$ cat config.mk
export PLATFORM = sky130hd
export DESIGN_NAME = htd_ram
export DESIGN_NICKNAME = d
export VERILOG_FILES = /design/src/sv/htd_ram.sv
export SDC_FILE = /design/constraint.sdc
export NUM_CORES = 2
export LEC_CHECK = 0
export BUFFER_PORTS_ARGS = -buffer_cell sky130_fd_sc_hd__buf_2
export CAP_MARGIN = 5
export CELL_PAD_IN_SITES_DETAIL_PLACEMENT = 0
export CELL_PAD_IN_SITES_GLOBAL_PLACEMENT = 2
export CORE_MARGIN = 2
export CORE_UTILIZATION = 55
export CTS_BUF_LIST = sky130_fd_sc_hd__clkbuf_16
export DETAILED_ROUTE_END_ITERATION = 6
export PLACE_DENSITY = 0.83
export SYNTH_ARGS = -nofsm -noshare
export SYNTH_HDL_FRONTEND = slang
export SYNTH_SLANG_ARGS = --single-unit
$ cat constraint.sdc
create_clock -name clk_i -period 6.25 [get_ports clk_i]
set_clock_uncertainty 0.2 [all_clocks]
set_input_delay 1.25 -clock clk_i [delete_from_list [all_inputs] [get_ports clk_i]]
set_output_delay 1.25 -clock clk_i [all_outputs]
set_load 0.05 [all_outputs]
$ cat src/sv/htd_ram.sv
module htd_ram #(
  parameter int unsigned Width = 8,
  parameter int unsigned Depth = 256
) (
  input  logic                                      clk_i,
  input  logic                                      re_i,
  input  logic [((Depth > 1) ? $clog2(Depth) : 1)-1:0] raddr_i,
  input  logic                                      we_i,
  input  logic [((Depth > 1) ? $clog2(Depth) : 1)-1:0] waddr_i,
  input  logic [Width-1:0]                          wdata_i,
  output logic [Width-1:0]                          rdata_o
);

  logic [Width-1:0] mem_q [Depth];
  logic [Width-1:0] rdata_q;

  // Write port
  always_ff @(posedge clk_i) begin
    if (we_i) begin
      mem_q[waddr_i] <= wdata_i;
    end
  end

  // Registered read port, holds its data until the next read
  always_ff @(posedge clk_i) begin
    if (re_i) begin
      rdata_q <= mem_q[raddr_i];
    end
  end

  assign rdata_o = rdata_q;

endmodule

==> results_dict.tcl <==
set metrics [dict create \
    htreeDepth 4 \
    count_of_max_cap_constraint_violations 0 \
    utilization_pct 61.3 \
    timing.critical_path.cells "buf_8 -> buf_4 -> mux4_2 -> a22oi_1 -> a21oi_1 -> nor4_1 -> buf_4 -> nor4_2" \
    fin_worst_setup_slack_ps 1780 \
    setup.worst_path.class "primary input to flop" \
    layoutNonFillerInstCount 5895 \
    yosys_warnings 0 \
    drt_drc_violations_left 9 \
    synth_nets 3760 \
    boundary_pin_count 35 \
    worst_r2r_path_depth 6 \
    clock_tree_from_tritoncts "done" \
    worst-endpoint-required_ps 6580 \
    fin_worst_hold_slack_ps 702 \
    drive_gt1_share_pct 22.1 \
    synth-async-reset-ratio_pct 0 \
    std_cell_rows 139 \
    cp-start-kind "primary input" \
    dieHeight_um 385 \
    finalInstanceArea_mm2 0.0880 \
    drt-total-wl_um 190000 \
    placed_area_mm2 0.0819 \
    clk_path_buf_depth 3 \
    root_buffer "sky130_fd_sc_hd__clkbuf_16" \
    cpMostUsedCell "sky130_fd_sc_hd__buf_4" \
    setup_tns_ps 0 \
    synth.ff_latch_count 2056 \
    synth_enable_flop_cells 2056 \
    grt_start_max_net_pins 189 \
    wl_per_cell_um 32.3 \
    synth.lib_cells_used.distinct 54 \
    setup_viol 0 \
    cts.clk_slew.worst_paths_ps 60 \
    static-leakage-power_nw 27.1 \
    arrival_ps 4810 \
    critical_path_depth 8 \
    final.min_clock_period_ps 4470 \
    global_route_wire_length_before_repair_um 273000 \
    setup.worst_path.start "raddr_i[0]" \
    dr.pass1.iters 7 \
    ctsHoldBuffers 0 \
    synth_area_mm2 0.0796 \
    syn-mean-instance-area_um2 21.3 \
    post_cts_resize_count 0 \
    dpl.cell_count 5540 \
    hold_path_class "primary input to flop" \
    failed_checks "design-rule violations" \
    reg2reg_to "rdata_o[2]$_DFFE_PP_" \
    syn_inst 3733 \
    cp_slowest_stage_delay_ps 800 \
    buffer_ports.inserted 34 \
    hpwlAfterDp_um 116000 \
    synth_sequential_area_ratio_pct 77.5 \
    endpoint "rdata_o[2]$_DFFE_PP_" \
    total_power_mw 28.0 \
    rrSetupSlack_ps 2870 \
    gr-usage-all-layers_pct 26.1 \
    rsz_0062_raised_after_global_routing "no" \
    outcome "finished with violations" \
    ys_dominant_reg_cell "sky130_fd_sc_hd__edfxtp_1" \
    area_growth_syn_to_layout_pct 10.5 \
    num_vias 38361 \
    clk_latency_ps 830 \
    grt_antenna_before_repair 6 \
    irDropWorstVdd_uv 360 \
    detail-route-antenna-nets 0 \
    crit_path_top_delay_cell "sky130_fd_sc_hd__nor4_1" \
    slew_headroom_pct 7.22 \
    power-per-cell-area_mw_per_mm2 318 \
    worst_r2r_startpoint "mem_q[143][2]$_DFFE_PP_" \
    global_route.overflow_total 0 \
    hold_violations 0 \
    cpLargestDelayFamily "buffers and inverters" \
    crit_path_end_kind "flop" \
    maxSlewViolCount 0 \
    place.gp.congestion 0.847 \
    drt_iter0_drc 4871 \
    cp_max_fo 43 \
    worstPathBufferInverterCount 3 \
    core_region_area_mm2 0.144 \
    numCtsBuffers 193 \
    area_enclosed_by_the_die_boundary_mm2 0.148 \
    die_w_um 385 \
    post_drt_via_cell_ratio 6.51 \
    achievable-frequency_mhz 223 \
    via_count_of_the_first_global_routing_pass 38503 \
    initial_core_util_pct 55.4 \
    total_clock_sinks 2056 \
    preCtsSetupSlack_ps 907 \
    worstMarginPinSlew_ps 1380 \
    post-cts-setup-buffer-count 0 \
    period_share_pct 71.6 \
    final_net_count 3859 \
]
-- sequential cells by signal (all words and copies together) (netlist names) --
signal and count:
mem_q 2048, rdata_o 8
-- cells in the mapped netlist, types with 3 or more instances --
master	instances	area share, %
sky130_fd_sc_hd__mux4_2	454	13
sky130_fd_sc_hd__buf_1	22	0.10
sky130_fd_sc_hd__nor4_2	3	0.047
sky130_fd_sc_hd__a211oi_1	16	0.15
sky130_fd_sc_hd__o211ai_1	10	0.094
sky130_fd_sc_hd__a22o_1	8	0.088
sky130_fd_sc_hd__nand4_1	10	0.079
sky130_fd_sc_hd__o22ai_1	28	0.22
sky130_fd_sc_hd__o22a_1	5	0.055
sky130_fd_sc_hd__buf_2	31	0.19
sky130_fd_sc_hd__buf_8	13	0.25
sky130_fd_sc_hd__nand3_1	34	0.21
sky130_fd_sc_hd__a221oi_1	13	0.14
sky130_fd_sc_hd__o21ai_0	10	0.063
sky130_fd_sc_hd__mux2i_1	134	1.7
sky130_fd_sc_hd__edfxtp_1	2056	78
sky130_fd_sc_hd__nand2_1	33	0.16
sky130_fd_sc_hd__nor2_1	282	1.3
sky130_fd_sc_hd__clkbuf_1	111	0.52
sky130_fd_sc_hd__or2_2	4	0.031
sky130_fd_sc_hd__buf_6	21	0.30
sky130_fd_sc_hd__buf_12	8	0.20
sky130_fd_sc_hd__a22oi_1	133	1.3
sky130_fd_sc_hd__a21oi_1	96	0.60
sky130_fd_sc_hd__nor3_1	22	0.14
sky130_fd_sc_hd__o221ai_1	46	0.51
sky130_fd_sc_hd__nand2b_1	8	0.063
sky130_fd_sc_hd__o32ai_1	4	0.044
sky130_fd_sc_hd__nor4_1	24	0.19
sky130_fd_sc_hd__and2_1	6	0.047
sky130_fd_sc_hd__buf_4	27	0.25
sky130_fd_sc_hd__nor2b_1	31	0.24
-- layer usage --
metal / share of wire [%] / wire length (um) / vias to the layer above / track usage (%)
met2: 48 / 91600 / 1712 / 40.7
met1: 41 / 77500 / 20436 / 37.9
met4: 2.9 / 5540 / 12 / 7.96
li1: - / - / 15899 / -
met5: 0.040 / 77 / - / 0
met3: 8.2 / 15500 / 302 / 5.19
-- worst reg2reg max path, stage by stage (launching register included) --
cell                        delay (ps)
sky130_fd_sc_hd__edfxtp_1          350
sky130_fd_sc_hd__mux4_2            530
sky130_fd_sc_hd__mux4_2            500
sky130_fd_sc_hd__nor2_1            160
sky130_fd_sc_hd__a2111oi_0         160
sky130_fd_sc_hd__nor3_1           1080
sky130_fd_sc_hd__nor4_2            120
-- worst min-delay path by stage --
| stage | start | to | cells past startpoint |
|---|---|---|---|
| floorplan | mem_q[40][3]$_DFFE_PP_ | rdata_o[3]$_DFFE_PP_ | 6 |
| global route | re_i | rdata_o[6]$_DFFE_PP_ | 1 |
| finish | wdata_i[0] | mem_q[225][0]$_DFFE_PP_ | 1 |
| CTS | re_i | rdata_o[1]$_DFFE_PP_ | 1 |
| global placement | mem_q[30][1]$_DFFE_PP_ | rdata_o[1]$_DFFE_PP_ | 5 |
| detailed placement | mem_q[22][1]$_DFFE_PP_ | rdata_o[1]$_DFFE_PP_ | 5 |
-- placed cells by master (no fill, tap or decap), drive strengths merged, types with 47 or more instances in the layout --
cell type	instances
edfxtp	2056
mux4	456
nor2	282
clkbuf	204
mux2i	134
a22oi	133
buf	132
clkinv	100
a21oi	96
o221ai	47
-- layout make-up --
class	count	area, um^2
antenna	4	10.0
fill	10007	55600
clock buffer	199	4980
multi-input combinational	1442	16500
tap	1903	2380
clock inverter	152	1180
timing repair buffer	137	1210
sequential	2056	61700
inverter	2	7.51
-- where the power goes --
| group | switching [mW] | total [mW] | leakage (nW) | internal, mW |
|---|---|---|---|---|
| sequential | 0.0224 | 15.2 | 18.5 | 15.2 |
| clock | 5.00 | 11.4 | 3.12 | 6.41 |
| combinational | 0.902 | 1.35 | 5.53 | 0.452 |
-- kinds of logic (layout without fill, tap and decap cells) --
group | after synthesis | in the layout | share of synthesized area [%]
flip-flops | 2056 | 2056 | 77.5
buffers and inverters | 235 | 490 | 1.83
other | 0 | 4 | 0
AND/OR/NAND/NOR | 466 | 466 | 2.63
multiplexers | 591 | 591 | 14.6
AO/OA/AOI/OAI | 385 | 385 | 3.42
Power figures use the tool's default switching activity.
