`config.mk`:
```
export PLATFORM = sky130hd
export DESIGN_NAME = htd_ctrl
export DESIGN_NICKNAME = d
export VERILOG_FILES = /design/src/sv/htd_pkg.sv /design/src/sv/htd_ctrl.sv
export SDC_FILE = /design/constraint.sdc
export NUM_CORES = 1
export LEC_CHECK = 0
export BUFFER_PORTS_ARGS = -buffer_cell sky130_fd_sc_hd__buf_2
export CELL_PAD_IN_SITES_DETAIL_PLACEMENT = 1
export CELL_PAD_IN_SITES_GLOBAL_PLACEMENT = 1
export CORE_ASPECT_RATIO = 1.2
export CORE_MARGIN = 2
export CORE_UTILIZATION = 25
export CTS_CLUSTER_DIAMETER = 100
export DETAILED_ROUTE_END_ITERATION = 10
export PLACE_DENSITY = 0.67
export SETUP_SLACK_MARGIN = 0.02
export SLEW_MARGIN = 20
export SYNTH_ARGS = -nofsm -noshare
export SYNTH_HDL_FRONTEND = slang
export SYNTH_SLANG_ARGS = --single-unit
```
`constraint.sdc`:
```
create_clock -name clk_i -period 10.48 [get_ports clk_i]
set_clock_uncertainty 0.2 [all_clocks]
set_input_delay 0.524 -clock clk_i [delete_from_list [all_inputs] [get_ports clk_i]]
set_output_delay 0.524 -clock clk_i [all_outputs]
set_load 0.05 [all_outputs]
```
`src/sv/htd_pkg.sv`:
```
package htd_pkg;

  // Tree limits
  localparam int unsigned MaxSymbols = 256;
  localparam int unsigned MaxNodes   = 511;

  // Field and index widths
  localparam int unsigned ValW   = 8;
  localparam int unsigned NodeW  = $clog2(MaxNodes);
  localparam int unsigned OrdW   = $clog2(MaxSymbols);
  localparam int unsigned StackW = $clog2(MaxSymbols);
  localparam int unsigned ChildW = (NodeW > OrdW) ? NodeW : OrdW;
  localparam int unsigned NodeCntW = $clog2(MaxNodes + 1);
  localparam int unsigned LeafCntW = $clog2(MaxSymbols + 1);
  localparam int unsigned CntW = (NodeCntW > LeafCntW) ? NodeCntW : LeafCntW;

  typedef enum logic [1:0] {
    CMD_CLEAR = 2'd0,
    CMD_SHAPE = 2'd1,
    CMD_ALPHA = 2'd2,
    CMD_DATA  = 2'd3
  } cmd_e;

  typedef enum logic [2:0] {
    ST_OK        = 3'd0,
    ST_SYMBOL    = 3'd1,
    ST_COMPLETE  = 3'd2,
    ST_EXCESS    = 3'd3,
    ST_ALPH_OVF  = 3'd4,
    ST_NOT_READY = 3'd5,
    ST_NODE_OVF  = 3'd6
  } status_e;

  typedef enum logic [1:0] {
    PH_EMPTY = 2'd0,
    PH_SHAPE = 2'd1,
    PH_ALPHA = 2'd2,
    PH_READY = 2'd3
  } phase_e;

  typedef struct packed {
    cmd_e            cmd;
    logic [ValW-1:0] value;
  } in_item_t;

  typedef struct packed {
    status_e         status;
    logic [ValW-1:0] symbol;
  } out_item_t;

  // Per-node entry: leaf flag and leaf ordinal of the node itself
  typedef struct packed {
    logic            leaf;
    logic [OrdW-1:0] ord;
  } self_ent_t;

  // Right child of an internal node: leaf ordinal or node index
  typedef struct packed {
    logic              leaf;
    logic [ChildW-1:0] idx;
  } right_ent_t;

  typedef struct packed {
    logic             re;
    logic [NodeW-1:0] raddr;
    logic             we;
    logic [NodeW-1:0] waddr;
    self_ent_t        wdata;
  } self_req_t;

  typedef struct packed {
    logic             re;
    logic [NodeW-1:0] raddr;
    logic             we;
    logic [NodeW-1:0] waddr;
    right_ent_t       wdata;
  } right_req_t;

  typedef struct packed {
    logic            re;
    logic [OrdW-1:0] raddr;
    logic            we;
    logic [OrdW-1:0] waddr;
    logic [ValW-1:0] wdata;
  } sym_req_t;

  typedef struct packed {
    logic              re;
    logic [StackW-1:0] raddr;
    logic              we;
    logic [StackW-1:0] waddr;
    logic [NodeW-1:0]  wdata;
  } stack_req_t;

endpackage

```
`src/sv/htd_ctrl.sv`:
```
module htd_ctrl (
  input  logic                  clk_i,
  input  logic                  rst_ni,
  input  logic                  in_valid_i,
  input  htd_pkg::in_item_t     in_item_i,
  output logic                  in_stall_o,
  input  logic                  out_free_i,
  output logic                  res_valid_o,
  output htd_pkg::out_item_t    res_item_o,
  output htd_pkg::self_req_t    self_req_o,
  input  htd_pkg::self_ent_t    self_rd_i,
  output htd_pkg::right_req_t   right_req_o,
  input  htd_pkg::right_ent_t   right_rd_i,
  output htd_pkg::sym_req_t     sym_req_o,
  input  logic [htd_pkg::ValW-1:0]  sym_rd_i,
  output htd_pkg::stack_req_t   stack_req_o,
  input  logic [htd_pkg::NodeW-1:0] stack_rd_i
);

  // Control state
  logic                         busy_q, busy_d;
  logic                         refetch_q, refetch_d;
  htd_pkg::phase_e              phase_q, phase_d;
  logic [htd_pkg::CntW-1:0]     node_cnt_q, node_cnt_d;
  logic [htd_pkg::CntW-1:0]     leaf_cnt_q, leaf_cnt_d;
  logic [htd_pkg::CntW-1:0]     alph_cnt_q, alph_cnt_d;
  logic [htd_pkg::StackW-1:0]   depth_q, depth_d;
  logic                         prev_leaf_q, prev_leaf_d;
  logic [htd_pkg::NodeW-1:0]    walk_q, walk_d;

  // Item awaiting retirement
  htd_pkg::cmd_e                b_cmd_q, b_cmd_d;
  logic [htd_pkg::ValW-1:0]     b_value_q, b_value_d;
  logic                         b_nr_q, b_nr_d;
  logic                         b_hit_q, b_hit_d;
  logic [htd_pkg::ChildW-1:0]   b_idx_q, b_idx_d;

  logic                         accept;
  logic                         fire;
  logic                         ready;
  logic                         ch_leaf;
  logic [htd_pkg::ChildW-1:0]   ch_idx;

  assign in_stall_o = busy_q || refetch_q;
  assign accept     = in_valid_i && !in_stall_o;
  assign fire       = busy_q && out_free_i;
  assign ready      = (phase_q == htd_pkg::PH_READY) && (node_cnt_q >= htd_pkg::CntW'(2));

  // Pick the child of the current node; left child is always the next node in pre-order
  always_comb begin
    if (in_item_i.value[0]) begin
      ch_leaf = right_rd_i.leaf;
      ch_idx  = right_rd_i.idx;
    end else begin
      ch_leaf = self_rd_i.leaf;
      if (self_rd_i.leaf) begin
        ch_idx = htd_pkg::ChildW'(self_rd_i.ord);
      end else begin
        ch_idx = htd_pkg::ChildW'(htd_pkg::NodeW'(walk_q + 1'b1));
      end
    end
  end

  // Issue reads on accept, retire the item once its read data is back and the output has room
  always_comb begin
    logic                       leaf;
    logic                       pop;
    logic [htd_pkg::StackW-1:0] depth_pop;
    logic [htd_pkg::CntW-1:0]   leaf_new;
    logic [htd_pkg::CntW-1:0]   alph_inc;

    leaf      = b_value_q[0];
    pop       = 1'b0;
    depth_pop = depth_q;
    leaf_new  = leaf_cnt_q;
    alph_inc  = htd_pkg::CntW'(alph_cnt_q + 1'b1);

    busy_d      = busy_q;
    refetch_d   = refetch_q;
    phase_d     = phase_q;
    node_cnt_d  = node_cnt_q;
    leaf_cnt_d  = leaf_cnt_q;
    alph_cnt_d  = alph_cnt_q;
    depth_d     = depth_q;
    prev_leaf_d = prev_leaf_q;
    walk_d      = walk_q;
    b_cmd_d     = b_cmd_q;
    b_value_d   = b_value_q;
    b_nr_d      = b_nr_q;
    b_hit_d     = b_hit_q;
    b_idx_d     = b_idx_q;

    self_req_o  = '0;
    right_req_o = '0;
    sym_req_o   = '0;
    stack_req_o = '0;

    res_valid_o       = 1'b0;
    res_item_o.status = htd_pkg::ST_OK;
    res_item_o.symbol = '0;

    // On accept: latch the item and start its memory read
    if (accept) begin
      busy_d    = 1'b1;
      b_cmd_d   = in_item_i.cmd;
      b_value_d = in_item_i.value;
      b_nr_d    = !ready;
      b_hit_d   = ch_leaf;
      b_idx_d   = ch_idx;
      case (in_item_i.cmd)
        htd_pkg::CMD_SHAPE: begin
          stack_req_o.re    = 1'b1;
          stack_req_o.raddr = htd_pkg::StackW'(depth_q - 1'b1);
        end
        htd_pkg::CMD_DATA: begin
          if (ready) begin
            if (ch_leaf) begin
              sym_req_o.re    = 1'b1;
              sym_req_o.raddr = ch_idx[htd_pkg::OrdW-1:0];
            end else begin
              self_req_o.re    = 1'b1;
              self_req_o.raddr = htd_pkg::NodeW'(ch_idx + 1'b1);
              right_req_o.re    = 1'b1;
              right_req_o.raddr = ch_idx[htd_pkg::NodeW-1:0];
            end
          end
        end
        default: ;
      endcase
    end

    // Load the root entry once the tree turns ready
    if (refetch_q) begin
      refetch_d         = 1'b0;
      self_req_o.re     = 1'b1;
      self_req_o.raddr  = htd_pkg::NodeW'(1);
      right_req_o.re    = 1'b1;
      right_req_o.raddr = '0;
    end

    // On retire: update state and hand the result on
    if (fire) begin
      busy_d      = 1'b0;
      res_valid_o = 1'b1;
      case (b_cmd_q)
        htd_pkg::CMD_CLEAR: begin
          phase_d    = htd_pkg::PH_EMPTY;
          node_cnt_d = '0;
          leaf_cnt_d = '0;
          alph_cnt_d = '0;
          depth_d    = '0;
          walk_d     = '0;
        end
        htd_pkg::CMD_SHAPE: begin
          if (phase_q == htd_pkg::PH_ALPHA || phase_q == htd_pkg::PH_READY) begin
            res_item_o.status = htd_pkg::ST_EXCESS;
          end else if (node_cnt_q >= htd_pkg::CntW'(htd_pkg::MaxNodes)) begin
            res_item_o.status = htd_pkg::ST_NODE_OVF;
          end else if (leaf && leaf_cnt_q >= htd_pkg::CntW'(htd_pkg::MaxSymbols)) begin
            res_item_o.status = htd_pkg::ST_NODE_OVF;
          end else if (!leaf && htd_pkg::CntW'(node_cnt_q - leaf_cnt_q) >=
                       htd_pkg::CntW'(htd_pkg::MaxSymbols - 1)) begin
            res_item_o.status = htd_pkg::ST_NODE_OVF;
          end else begin
            // A leaf before this node closes the left side: it is the right child of the top
            pop = (node_cnt_q != '0) && prev_leaf_q && (depth_q != '0);
            if (pop) begin
              depth_pop              = htd_pkg::StackW'(depth_q - 1'b1);
              right_req_o.we         = 1'b1;
              right_req_o.waddr      = stack_rd_i;
              right_req_o.wdata.leaf = leaf;
              right_req_o.wdata.idx  = leaf ?
                  htd_pkg::ChildW'(leaf_cnt_q[htd_pkg::OrdW-1:0]) :
                  htd_pkg::ChildW'(node_cnt_q[htd_pkg::NodeW-1:0]);
            end
            self_req_o.we         = 1'b1;
            self_req_o.waddr      = node_cnt_q[htd_pkg::NodeW-1:0];
            self_req_o.wdata.leaf = leaf;
            self_req_o.wdata.ord  = leaf_cnt_q[htd_pkg::OrdW-1:0];
            // Push an internal node until its right child arrives
            if (!leaf) begin
              stack_req_o.we    = 1'b1;
              stack_req_o.waddr = depth_pop;
              stack_req_o.wdata = node_cnt_q[htd_pkg::NodeW-1:0];
              depth_d           = htd_pkg::StackW'(depth_pop + 1'b1);
            end else begin
              depth_d  = depth_pop;
              leaf_new = htd_pkg::CntW'(leaf_cnt_q + 1'b1);
            end
            leaf_cnt_d  = leaf_new;
            node_cnt_d  = htd_pkg::CntW'(node_cnt_q + 1'b1);
            prev_leaf_d = leaf;
            phase_d     = htd_pkg::PH_SHAPE;
            // Shape closes on a leaf with nothing left pending
            if (leaf && depth_pop == '0) begin
              if (alph_cnt_q >= leaf_new) begin
                res_item_o.status = (alph_cnt_q > leaf_new) ? htd_pkg::ST_ALPH_OVF :
                                                              htd_pkg::ST_COMPLETE;
                alph_cnt_d = leaf_new;
                phase_d    = htd_pkg::PH_READY;
                walk_d     = '0;
                refetch_d  = 1'b1;
              end else begin
                phase_d = htd_pkg::PH_ALPHA;
              end
            end
          end
        end
        htd_pkg::CMD_ALPHA: begin
          if (phase_q == htd_pkg::PH_ALPHA || phase_q == htd_pkg::PH_READY) begin
            if (alph_cnt_q >= leaf_cnt_q ||
                alph_cnt_q >= htd_pkg::CntW'(htd_pkg::MaxSymbols)) begin
              res_item_o.status = htd_pkg::ST_ALPH_OVF;
            end else begin
              sym_req_o.we    = 1'b1;
              sym_req_o.waddr = alph_cnt_q[htd_pkg::OrdW-1:0];
              sym_req_o.wdata = b_value_q;
              alph_cnt_d      = alph_inc;
              if (alph_inc == leaf_cnt_q) begin
                res_item_o.status = htd_pkg::ST_COMPLETE;
                phase_d           = htd_pkg::PH_READY;
                walk_d            = '0;
                refetch_d         = 1'b1;
              end
            end
          end else if (alph_cnt_q >= htd_pkg::CntW'(htd_pkg::MaxSymbols)) begin
            res_item_o.status = htd_pkg::ST_ALPH_OVF;
          end else begin
            sym_req_o.we    = 1'b1;
            sym_req_o.waddr = alph_cnt_q[htd_pkg::OrdW-1:0];
            sym_req_o.wdata = b_value_q;
            alph_cnt_d      = alph_inc;
          end
        end
        htd_pkg::CMD_DATA: begin
          if (b_nr_q) begin
            res_item_o.status = htd_pkg::ST_NOT_READY;
          end else if (b_hit_q) begin
            // Emit the symbol and reload the root entry for the next bit
            res_item_o.status = htd_pkg::ST_SYMBOL;
            res_item_o.symbol = sym_rd_i;
            walk_d            = '0;
            self_req_o.re     = 1'b1;
            self_req_o.raddr  = htd_pkg::NodeW'(1);
            right_req_o.re    = 1'b1;
            right_req_o.raddr = '0;
          end else begin
            walk_d = b_idx_q[htd_pkg::NodeW-1:0];
          end
        end
        default: ;
      endcase
    end
  end

  always_ff @(posedge clk_i or negedge rst_ni) begin
    if (!rst_ni) begin
      busy_q      <= 1'b0;
      refetch_q   <= 1'b0;
      phase_q     <= htd_pkg::PH_EMPTY;
      node_cnt_q  <= '0;
      leaf_cnt_q  <= '0;
      alph_cnt_q  <= '0;
      depth_q     <= '0;
      prev_leaf_q <= 1'b0;
      walk_q      <= '0;
    end else begin
      busy_q      <= busy_d;
      refetch_q   <= refetch_d;
      phase_q     <= phase_d;
      node_cnt_q  <= node_cnt_d;
      leaf_cnt_q  <= leaf_cnt_d;
      alph_cnt_q  <= alph_cnt_d;
      depth_q     <= depth_d;
      prev_leaf_q <= prev_leaf_d;
      walk_q      <= walk_d;
    end
  end

  always_ff @(posedge clk_i) begin
    b_cmd_q   <= b_cmd_d;
    b_value_q <= b_value_d;
    b_nr_q    <= b_nr_d;
    b_hit_q   <= b_hit_d;
    b_idx_q   <= b_idx_d;
  end

endmodule

```
==> results.sh, run 1 <==
export IMPL_status="completed"
export IMPL_drt_pass1_iter_count=4
export IMPL_n_antenna_cell=0
export IMPL_mostFrequentLayoutCell="sky130_fd_sc_hd__buf_2"
export IMPL_power_net_switching_uw=618
export IMPL_start_kind="flip-flop"
export IMPL_clkSinkCount=70
export IMPL_cts_setup_buffers=0
export IMPL_hpwlAfterDp_mm=16.6
export IMPL_criticalPathCategory="reg2out"
export IMPL_pin_count_of_the_biggest_net_entering_global_routing=50
export IMPL_maxcap_violations=0
export IMPL_drtIter0Drc=234
export IMPL_mappedNetlistArea_um2=6200
export IMPL_finalMaxSlewViolations=0
export IMPL_final_layout_size_suffix_gt1_share_pct=24.1
export IMPL_start_util_pct=25.3
export IMPL_postPlaceCellArea_um2=7350
export IMPL_total_routed_wirelength_mm=21.4
export IMPL_netlist_area_leader_share_pct=19.8
export IMPL_synth_edf_count=21
export IMPL_cts_max_level=3
export IMPL_finalNonFillerCells=1224
export IMPL_flip_flop_and_latch_count_after_synthesis=70
export IMPL_cts_root_to_sink_buffers=2
export IMPL_final_setup_viol_count=0
export IMPL_globalRoute_totalOverflow=0
export IMPL_peakVddDrop_mv=0.0869
export IMPL_final_hold_violation_count=0
export IMPL_layout_nets=988
export IMPL_syn_num_nets=840
export IMPL_tritoncts_num_buffers=9
export IMPL_crit_fanout=14
export IMPL_die_width_um=148
export IMPL_total_via_count_after_detailed_routing=5928
export IMPL_muxShareOfSynthArea_pct=6.01
export IMPL_share_comb_of_total_power_pct=48.7
export IMPL_internal_power_uw=734
export IMPL_synthSimpleGateAreaFrac_pct=27.6
export IMPL_fmax_mhz=185
export IMPL_post_cts_resize_count=0
export IMPL_fraction_of_synthesized_cell_area_in_xor_and_xnor_cells_pct=8.75
export IMPL_io_buffers=174
export IMPL_synth_compound_area_share_pct=12.1
export IMPL_ys_async_sr_fraction_pct=70.0
export IMPL_final_design_area_no_fill_um2=7630
export IMPL_cts_hold_fix_buffers=0
export IMPL_grt_setup_unrepaired="no"
export IMPL_hold_path_class="in2async"
export IMPL_clk_root_buffer_cell="sky130_fd_sc_hd__clkbuf_16"
export IMPL_grt_pass1_vias=6133
export IMPL_worst_path_max_delay_cell="sky130_fd_sc_hd__nor3_2"
export IMPL_count_of_mapped_cells_out_of_synthesis=746
export IMPL_fp_dieArea_um2=26100
export IMPL_routedWlPerCell_um=17.5
export IMPL_place_inst=1208
export IMPL_core_area_um2=24500
export IMPL_synthAdderAreaFrac_pct=8.99
export IMPL_num_io_pins=175
export IMPL_ys_warn_count=0
export IMPL_clk_insertion_delay_late_ps=350
export IMPL_tritoncts="done"
export IMPL_combinational_family_with_the_most_area_after_synthesis="simple AND/OR/NAND/NOR gates"
export IMPL_worstPathArrival_ps=4690
export IMPL_timing_worst_slew_pin_value_ps=1070
export IMPL_p_clk_share_pct=22.2
export IMPL_first_pass_grt_wire_length_mm=33.8
export IMPL_final_antenna_net_count=0
export IMPL_via_per_inst=4.84
export IMPL_fin_crit_ps=5410
export IMPL_seqPwrFrac_pct=29.1
export IMPL_synth_sequential_area_ratio_pct=29.9
export IMPL_area_growth_synth_to_final_pct=23.0
export IMPL_number_of_antenna_violations_at_the_first_check_in_global_routing=0
export IMPL_required_ps=9760
export IMPL_crit_path_cell_trace="inv_1, ha_1, fa_1, nand2b_1, a21oi_1, a211o_1, mux2i_1, nand4_1, nor3_2, buf_4, and2_1, buf_2"
export IMPL_post_synth_num_cell_types=67
export IMPL_timing_critical_path_slowest_cell_delay_ps=740
export IMPL_power_switching_share_pct=45.7
export IMPL_globalRouteTotalUtil_pct=16.4
export IMPL_synth_top_cell_by_area="sky130_fd_sc_hd__dfrtp_1"
export IMPL_power_density_nw_per_um2=177
export IMPL_chipHeight_um=177
export IMPL_rows=63
export IMPL_finalWeightedCongestion=0.852
export IMPL_endpoint_kind="primary output"
export IMPL_synth_top_cells_by_area="sky130_fd_sc_hd__dfrtp_1, sky130_fd_sc_hd__edfxtp_1, sky130_fd_sc_hd__ha_1, sky130_fd_sc_hd__xnor2_1, sky130_fd_sc_hd__and2_1"
export IMPL_timing_hold_ws_ps=122
export IMPL_primary_ff_master_synth="sky130_fd_sc_hd__dfrtp_1"
export IMPL_power_leakage_uw=0.00355
export IMPL_totalNegativeSetupSlack_ps=0
export IMPL_final_min_period_over_clock_period_pct=51.7
export IMPL_cts_clk_slew_worst_paths_ps=70
export IMPL_max_slew_margin_rel_pct=28.6
export IMPL_filler_cell_count=2944
export IMPL_drc_violations_left=0
export IMPL_syn_mean_instance_area_um2=8.32
export IMPL_leading_cell_types_in_the_layout_fill_and_taps_excluded="sky130_fd_sc_hd__buf_2, sky130_fd_sc_hd__nor2_1, sky130_fd_sc_hd__inv_1, sky130_fd_sc_hd__nand2_1"
-- synthesized netlist by cell type, types with 3 or more instances --
cell and count:
sky130_fd_sc_hd__a211o_1 4, sky130_fd_sc_hd__edfxtp_1 21, sky130_fd_sc_hd__inv_1 61, sky130_fd_sc_hd__xor2_1 13, sky130_fd_sc_hd__o2bb2ai_1 5, sky130_fd_sc_hd__nand3_1 23, sky130_fd_sc_hd__and3_1 5, sky130_fd_sc_hd__dfrtp_1 49
sky130_fd_sc_hd__buf_2 3, sky130_fd_sc_hd__and2_1 48, sky130_fd_sc_hd__mux2i_1 26, sky130_fd_sc_hd__mux2_2 10, sky130_fd_sc_hd__ha_1 43, sky130_fd_sc_hd__o21a_1 5, sky130_fd_sc_hd__buf_1 4, sky130_fd_sc_hd__nor4b_1 3
sky130_fd_sc_hd__o31a_1 3, sky130_fd_sc_hd__nor4_1 32, sky130_fd_sc_hd__a31oi_1 7, sky130_fd_sc_hd__a22o_1 10, sky130_fd_sc_hd__o22ai_1 3, sky130_fd_sc_hd__or3_1 3, sky130_fd_sc_hd__nor3b_1 6, sky130_fd_sc_hd__xnor2_1 49
sky130_fd_sc_hd__nor2_1 74, sky130_fd_sc_hd__nand2b_1 7, sky130_fd_sc_hd__a21o_1 8, sky130_fd_sc_hd__nand2_1 58, sky130_fd_sc_hd__nand4_1 14, sky130_fd_sc_hd__clkbuf_1 30, sky130_fd_sc_hd__a21oi_1 18, sky130_fd_sc_hd__a311oi_1 3
sky130_fd_sc_hd__or2_2 3, sky130_fd_sc_hd__nor2b_1 17, sky130_fd_sc_hd__a211oi_1 3, sky130_fd_sc_hd__o21ai_0 19, sky130_fd_sc_hd__nor3_1 19
-- through the flow --
stage | utilization (%) | setup WS, ps | power [µW]
after floorplan | - | 5530 | 883
after global placement | 30.0 | 5590 | 1040
after detailed placement | 30.0 | 5430 | 1050
after CTS | 31.1 | 5100 | 1360
after global routing | 31.1 | 4750 | 1460
final | 31.1 | 5070 | 1350
-- registers in the layout (all words and copies together) (netlist names) --
signal and flops:
alph_cnt_q 9, b_idx_q 9, leaf_cnt_q 9, node_cnt_q 9, walk_q 9, b_value_q 8
depth_q 8, b_cmd_q 2, phase_q 2, b_hit_q 1, b_nr_q 1, busy_q 1
prev_leaf_q 1, refetch_q 1
-- power groups by stage --
stage	logic (µW)	clock network, µW	registers [µW]
6_report	658	300	394
5_1_grt	736	319	402
4_1_cts	660	308	392
3_5_place_dp	653	0	397
3_3_place_gp	647	0	395
2_1_floorplan	524	0	359
-- cell type report --
type	instances	area, µm²	area share (%)
clock buffers	9	225	2.95
flip-flops and latches	70	1860	24.3
repair buffers	178	901	11.8
clock inverters	7	52.6	0.689
inverters	61	229	3.00
well taps	325	407	5.33
multi-input cells	574	3960	51.9
-- critical path, delay by kind of cell, from the launching register on --
kind | cells | cell delay (ps)
and+or+nand+nor | 4 | 1660
buffers and inverters | 3 | 740
adders and majority gates | 2 | 640
DFF | 1 | 470
AOI/OAI and AO/OA | 2 | 430
muxes | 1 | 390
-- worst paths after layout --
path / start / endpoint / cells after the start / slack, ps
min in group clk_i: in_item_i[2] / b_value_q[2]$_DFFE_PP_ / 1 / 150
hold / removal: rst_ni / leaf_cnt_q[8]$_DFFE_PN0P_ / 2 / 120
max in group asynchronous: rst_ni / busy_q$_DFFE_PN0P_ / 2 / 9480
setup / recovery: node_cnt_q[0]$_DFFE_PN0P_ / self_req_o[17] / 12 / 5070
hold reg to reg: b_idx_q[0]$_DFFE_PP_ / walk_q[0]$_DFFE_PN0P_ / 2 / 320
setup reg to reg: node_cnt_q[1]$_DFFE_PN0P_ / walk_q[4]$_DFFE_PN0P_ / 13 / 5410
-- cell families after synthesis --
kind of cell / count (synthesis)
xor gates and xnor gates: 62
adders and majority gates: 44
buffers and inverters: 102
AOI/OAI and AO/OA: 107
DFF: 70
and+or+nand+nor: 325
muxes: 36
-- metal layers --
metal | GRT usage, % | routed length, µm | vias to the layer above
met3 | 3.15 | 900 | 21
met2 | 28.7 | 10700 | 129
met1 | 20.2 | 9430 | 2872
met5 | 0 | 0 | -
met4 | 5.16 | 350 | 0
li1 | - | - | 2906
Note: power is estimated with default switching activity, not from simulation.
==> run 2: changes to the inputs <==
- ABC_AREA: default -> 1
- PLACE_DENSITY: 0.67 -> 0.72
- clock period: 10.48 -> 4.7 ns (I/O delays scaled with it)
==> run 2 against run 1 <==
Effect of this change: synthesized area increased by 2.2%; core utilization increased by 1.1 points; non-clock buffer count rose by 16; flip-flop and latch count unchanged; sequential share of layout area fell by 1.1 points; design area increased by 4.9%; largest power group unchanged; highest routed layer unchanged.
==> results.sh, run 2 <==
export IMPL_status="completed"
export IMPL_primary_ff_master_synth="sky130_fd_sc_hd__dfrtp_1"
export IMPL_flip_flop_and_latch_count_after_synthesis=70
export IMPL_timing_critical_path_slowest_cell_delay_ps=670
export IMPL_start_util_pct=25.5
export IMPL_timing_worst_slew_pin_value_ps=890
export IMPL_num_io_pins=175
export IMPL_tritoncts_num_buffers=9
export IMPL_critPathBufInv=3
export IMPL_first_pass_grt_wire_length_mm=36.8
export IMPL_endpoint_kind="primary output"
export IMPL_chipHeight_um=178
export IMPL_via_per_inst=4.70
export IMPL_setup_slack_ps=494
export IMPL_critical_path_most_common_cell="sky130_fd_sc_hd__nand2_1"
export IMPL_yosysMostFrequentCell="sky130_fd_sc_hd__nand2_1"
export IMPL_final_design_area_no_fill_um2=8000
export IMPL_finalMaxSlewViolations=0
export IMPL_netlist_area_leader_share_pct=19.3
export IMPL_power_leakage_uw=0.00438
export IMPL_criticalPathCategory="reg2out"
export IMPL_final_hold_violation_count=0
export IMPL_worstPathArrival_ps=3770
export IMPL_tritoncts="done"
export IMPL_worstSetupPathDepth=15
export IMPL_footprint_of_the_multi_input_gates_um2=3800
export IMPL_min_delay_path_depth=1
export IMPL_area_growth_synth_to_final_pct=26.2
export IMPL_fin_crit_ps=4210
export IMPL_grt_pass1_vias=7174
export IMPL_pin_count_of_the_biggest_net_entering_global_routing=50
export IMPL_count_of_mapped_cells_out_of_synthesis=968
export IMPL_rows=63
export IMPL_pre_cts_ws_ps=881
export IMPL_fp_dieArea_um2=26700
export IMPL_start_kind="flip-flop"
export IMPL_hpwlAfterDp_mm=18.5
export IMPL_globalRouteTotalUtil_pct=17.6
export IMPL_drc_violations_left=0
export IMPL_final_layout_size_suffix_gt1_share_pct=21.3
export IMPL_leading_cell_types_in_the_layout_fill_and_taps_excluded="sky130_fd_sc_hd__nand2_1, sky130_fd_sc_hd__nor2_1, sky130_fd_sc_hd__buf_2, sky130_fd_sc_hd__inv_1, sky130_fd_sc_hd__nand3_1"
export IMPL_power_density_nw_per_um2=491
export IMPL_number_of_antenna_violations_at_the_first_check_in_global_routing=0
export IMPL_reg2reg_depth=19
export IMPL_layout_nets=1246
export IMPL_clk_insertion_delay_late_ps=360
export IMPL_peakVddDrop_mv=0.216
export IMPL_synth_edf_count=21
export IMPL_final_antenna_net_count=0
export IMPL_totalNegativeSetupSlack_ps=0
export IMPL_synth_top_cell_by_area="sky130_fd_sc_hd__dfrtp_1"
export IMPL_cts_clk_slew_worst_paths_ps=60
export IMPL_die_width_um=149
export IMPL_cts_max_level=3
export IMPL_required_ps=4260
export IMPL_crit_path_cell_trace="inv_1, ha_1, fa_1, inv_1, nand3_1, nand2_1, nand2_1, nand2_1, nor2_1, nand3_1, nand2_1, a21oi_1, nand3_1, nor2_1, buf_2"
export IMPL_cpLargestDelayFamily="simple AND/OR/NAND/NOR gates"
export IMPL_synth_top_cells_by_area="sky130_fd_sc_hd__dfrtp_1, sky130_fd_sc_hd__nand2_1, sky130_fd_sc_hd__nor2_1, sky130_fd_sc_hd__edfxtp_1, sky130_fd_sc_hd__inv_1"
export IMPL_filler_cell_count=3190
export IMPL_syn_mean_instance_area_um2=6.55
export IMPL_drt_pass1_iter_count=4
export IMPL_routedWlPerCell_um=15.8
export IMPL_post_synth_num_cell_types=45
export IMPL_mappedNetlistArea_um2=6340
export IMPL_fmax_mhz=238
export IMPL_ys_async_sr_fraction_pct=70.0
export IMPL_crit_fanout=18
export IMPL_synth_sequential_area_ratio_pct=29.3
export IMPL_mostFrequentLayoutCell="sky130_fd_sc_hd__nand2_1"
export IMPL_hold_path_class="in2reg"
export IMPL_sequential_cell_area_um2=1860
export IMPL_postPlaceCellArea_um2=7590
export IMPL_final_min_period_over_clock_period_pct=89.5
export IMPL_worst_path_max_delay_cell="sky130_fd_sc_hd__nand3_1"
export IMPL_final_setup_viol_count=0
export IMPL_maxcap_violations=0
export IMPL_globalRoute_totalOverflow=0
export IMPL_clkSinkCount=70
export IMPL_n_antenna_cell=0
export IMPL_finalWeightedCongestion=0.874
export IMPL_total_routed_wirelength_mm=23.4
export IMPL_syn_num_nets=1062
export IMPL_clk_root_buffer_cell="sky130_fd_sc_hd__clkbuf_16"
export IMPL_ys_warn_count=0
export IMPL_post_cts_resize_count=0
export IMPL_total_via_count_after_detailed_routing=6960
export IMPL_io_buffers=174
export IMPL_core_area_um2=24800
export IMPL_synth_top_cells_by_count="sky130_fd_sc_hd__nand2_1, sky130_fd_sc_hd__nor2_1, sky130_fd_sc_hd__inv_1"
export IMPL_report_power_total_uw=3930
export IMPL_max_slew_margin_rel_pct=40.5
export IMPL_cts_root_to_sink_buffers=2
export IMPL_drtIter0Drc=262
export IMPL_grt_setup_unrepaired="no"
[run 2: cell types whose count changed after synthesis, moves of 17 or more]
cell / change
sky130_fd_sc_hd__nand2_1: +162
sky130_fd_sc_hd__nor2_1: +101
sky130_fd_sc_hd__inv_1: +84
sky130_fd_sc_hd__and2_1: -46
sky130_fd_sc_hd__xnor2_1: -46
sky130_fd_sc_hd__nand3_1: +43
sky130_fd_sc_hd__o21ai_0: +42
sky130_fd_sc_hd__nor4_1: -31
sky130_fd_sc_hd__mux2i_1: -26
sky130_fd_sc_hd__clkbuf_1: -20
sky130_fd_sc_hd__a21oi_1: +17
sky130_fd_sc_hd__nor2b_1: -17
[run 2: worst paths after layout]
path	from	endpoint	slack, ps
worst min-delay path	in_item_i[0]	b_value_q[0]$_DFFE_PP_	2
worst min register to register	phase_q[0]$_DFFE_PN0P_	phase_q[0]$_DFFE_PN0P_	290
max in group asynchronous	rst_ni	depth_q[5]$_DFFE_PN0P_	3460
worst max-delay path	node_cnt_q[0]$_DFFE_PN0P_	right_req_o[15]	490
worst max register to register	b_value_q[0]$_DFFE_PP_	alph_cnt_q[4]$_DFFE_PN0P_	970
min in group asynchronous	rst_ni	leaf_cnt_q[5]$_DFFE_PN0P_	360
[run 2: cell families (layout without fill, tap and decap cells)]
logic type / Yosys count / count (layout) / synth area share (%)
AO/OA/AOI/OAI: 130 / 130 / 11.4
buffers and inverters: 176 / 365 / 10.7
AND/OR/NAND/NOR: 531 / 531 / 37.5
adder cells (fa/ha/maj): 44 / 44 / 8.80
XOR/XNOR: 17 / 17 / 2.35
flip-flops: 70 / 70 / 29.3
[run 2: final cells by class]
type	instances	share of cell area, %
Multi-Input combinational cell	722	47.5
Tap cell	325	5.08
Timing Repair Buffer	194	13.1
Sequential cell	70	23.2
Clock buffer	9	2.81
Clock inverter	7	1.00
Inverter	155	7.27
[run 2: metrics by stage]
stage / util, % / cells / hold slack (ps)
2_1_floorplan: - / 968 / -261
3_3_place_gp: 30.6 / 1455 / 212
3_5_place_dp: 30.6 / 1455 / 214
4_1_cts: 32.2 / 1482 / 0.930
5_1_grt: 32.2 / 1482 / 21.5
6_report: 32.2 / 1482 / 1.98
[run 2: routing by layer]
layer / track usage, % / vias to the layer above / part of all wire, %
met1: 20.5 / 3306 / 42
li1: - / 3460 / -
met3: 2.94 / 30 / 4.6
met4: 6.03 / 0 / 2.1
met5: 0 / - / 0
met2: 32.3 / 164 / 51
[run 2: power breakdown]
part,total (µW),internal (µW),switching (µW)
registers,938,756,183
clock network,733,419,314
logic,2260,716,1540
total,3930,1890,2040
[run 2: worst reg2reg max path, stage by stage (launching register included)]
cell,delay (ps)
sky130_fd_sc_hd__edfxtp_1,820
sky130_fd_sc_hd__nand2_1,170
sky130_fd_sc_hd__nor3_1,270
sky130_fd_sc_hd__nand2_1,120
sky130_fd_sc_hd__nor2_1,150
sky130_fd_sc_hd__nand3_1,110
sky130_fd_sc_hd__xor2_1,140
sky130_fd_sc_hd__inv_1,70
sky130_fd_sc_hd__ha_1,300
sky130_fd_sc_hd__nand2_1,70
sky130_fd_sc_hd__nor2_1,170
sky130_fd_sc_hd__nand3b_1,100
sky130_fd_sc_hd__nand3_1,110
sky130_fd_sc_hd__nor2_1,60
sky130_fd_sc_hd__inv_1,110
sky130_fd_sc_hd__nand3_4,90
sky130_fd_sc_hd__nand2_4,100
sky130_fd_sc_hd__nand3_4,240
sky130_fd_sc_hd__nand2_1,170
sky130_fd_sc_hd__o21ai_2,60
[run 2: timing repair]
action / 4_1_cts / 5_1_grt
endpoints found under the hold margin: 59 / 0
hold buffers: 11 / 0
setup buffers: 0 / 0
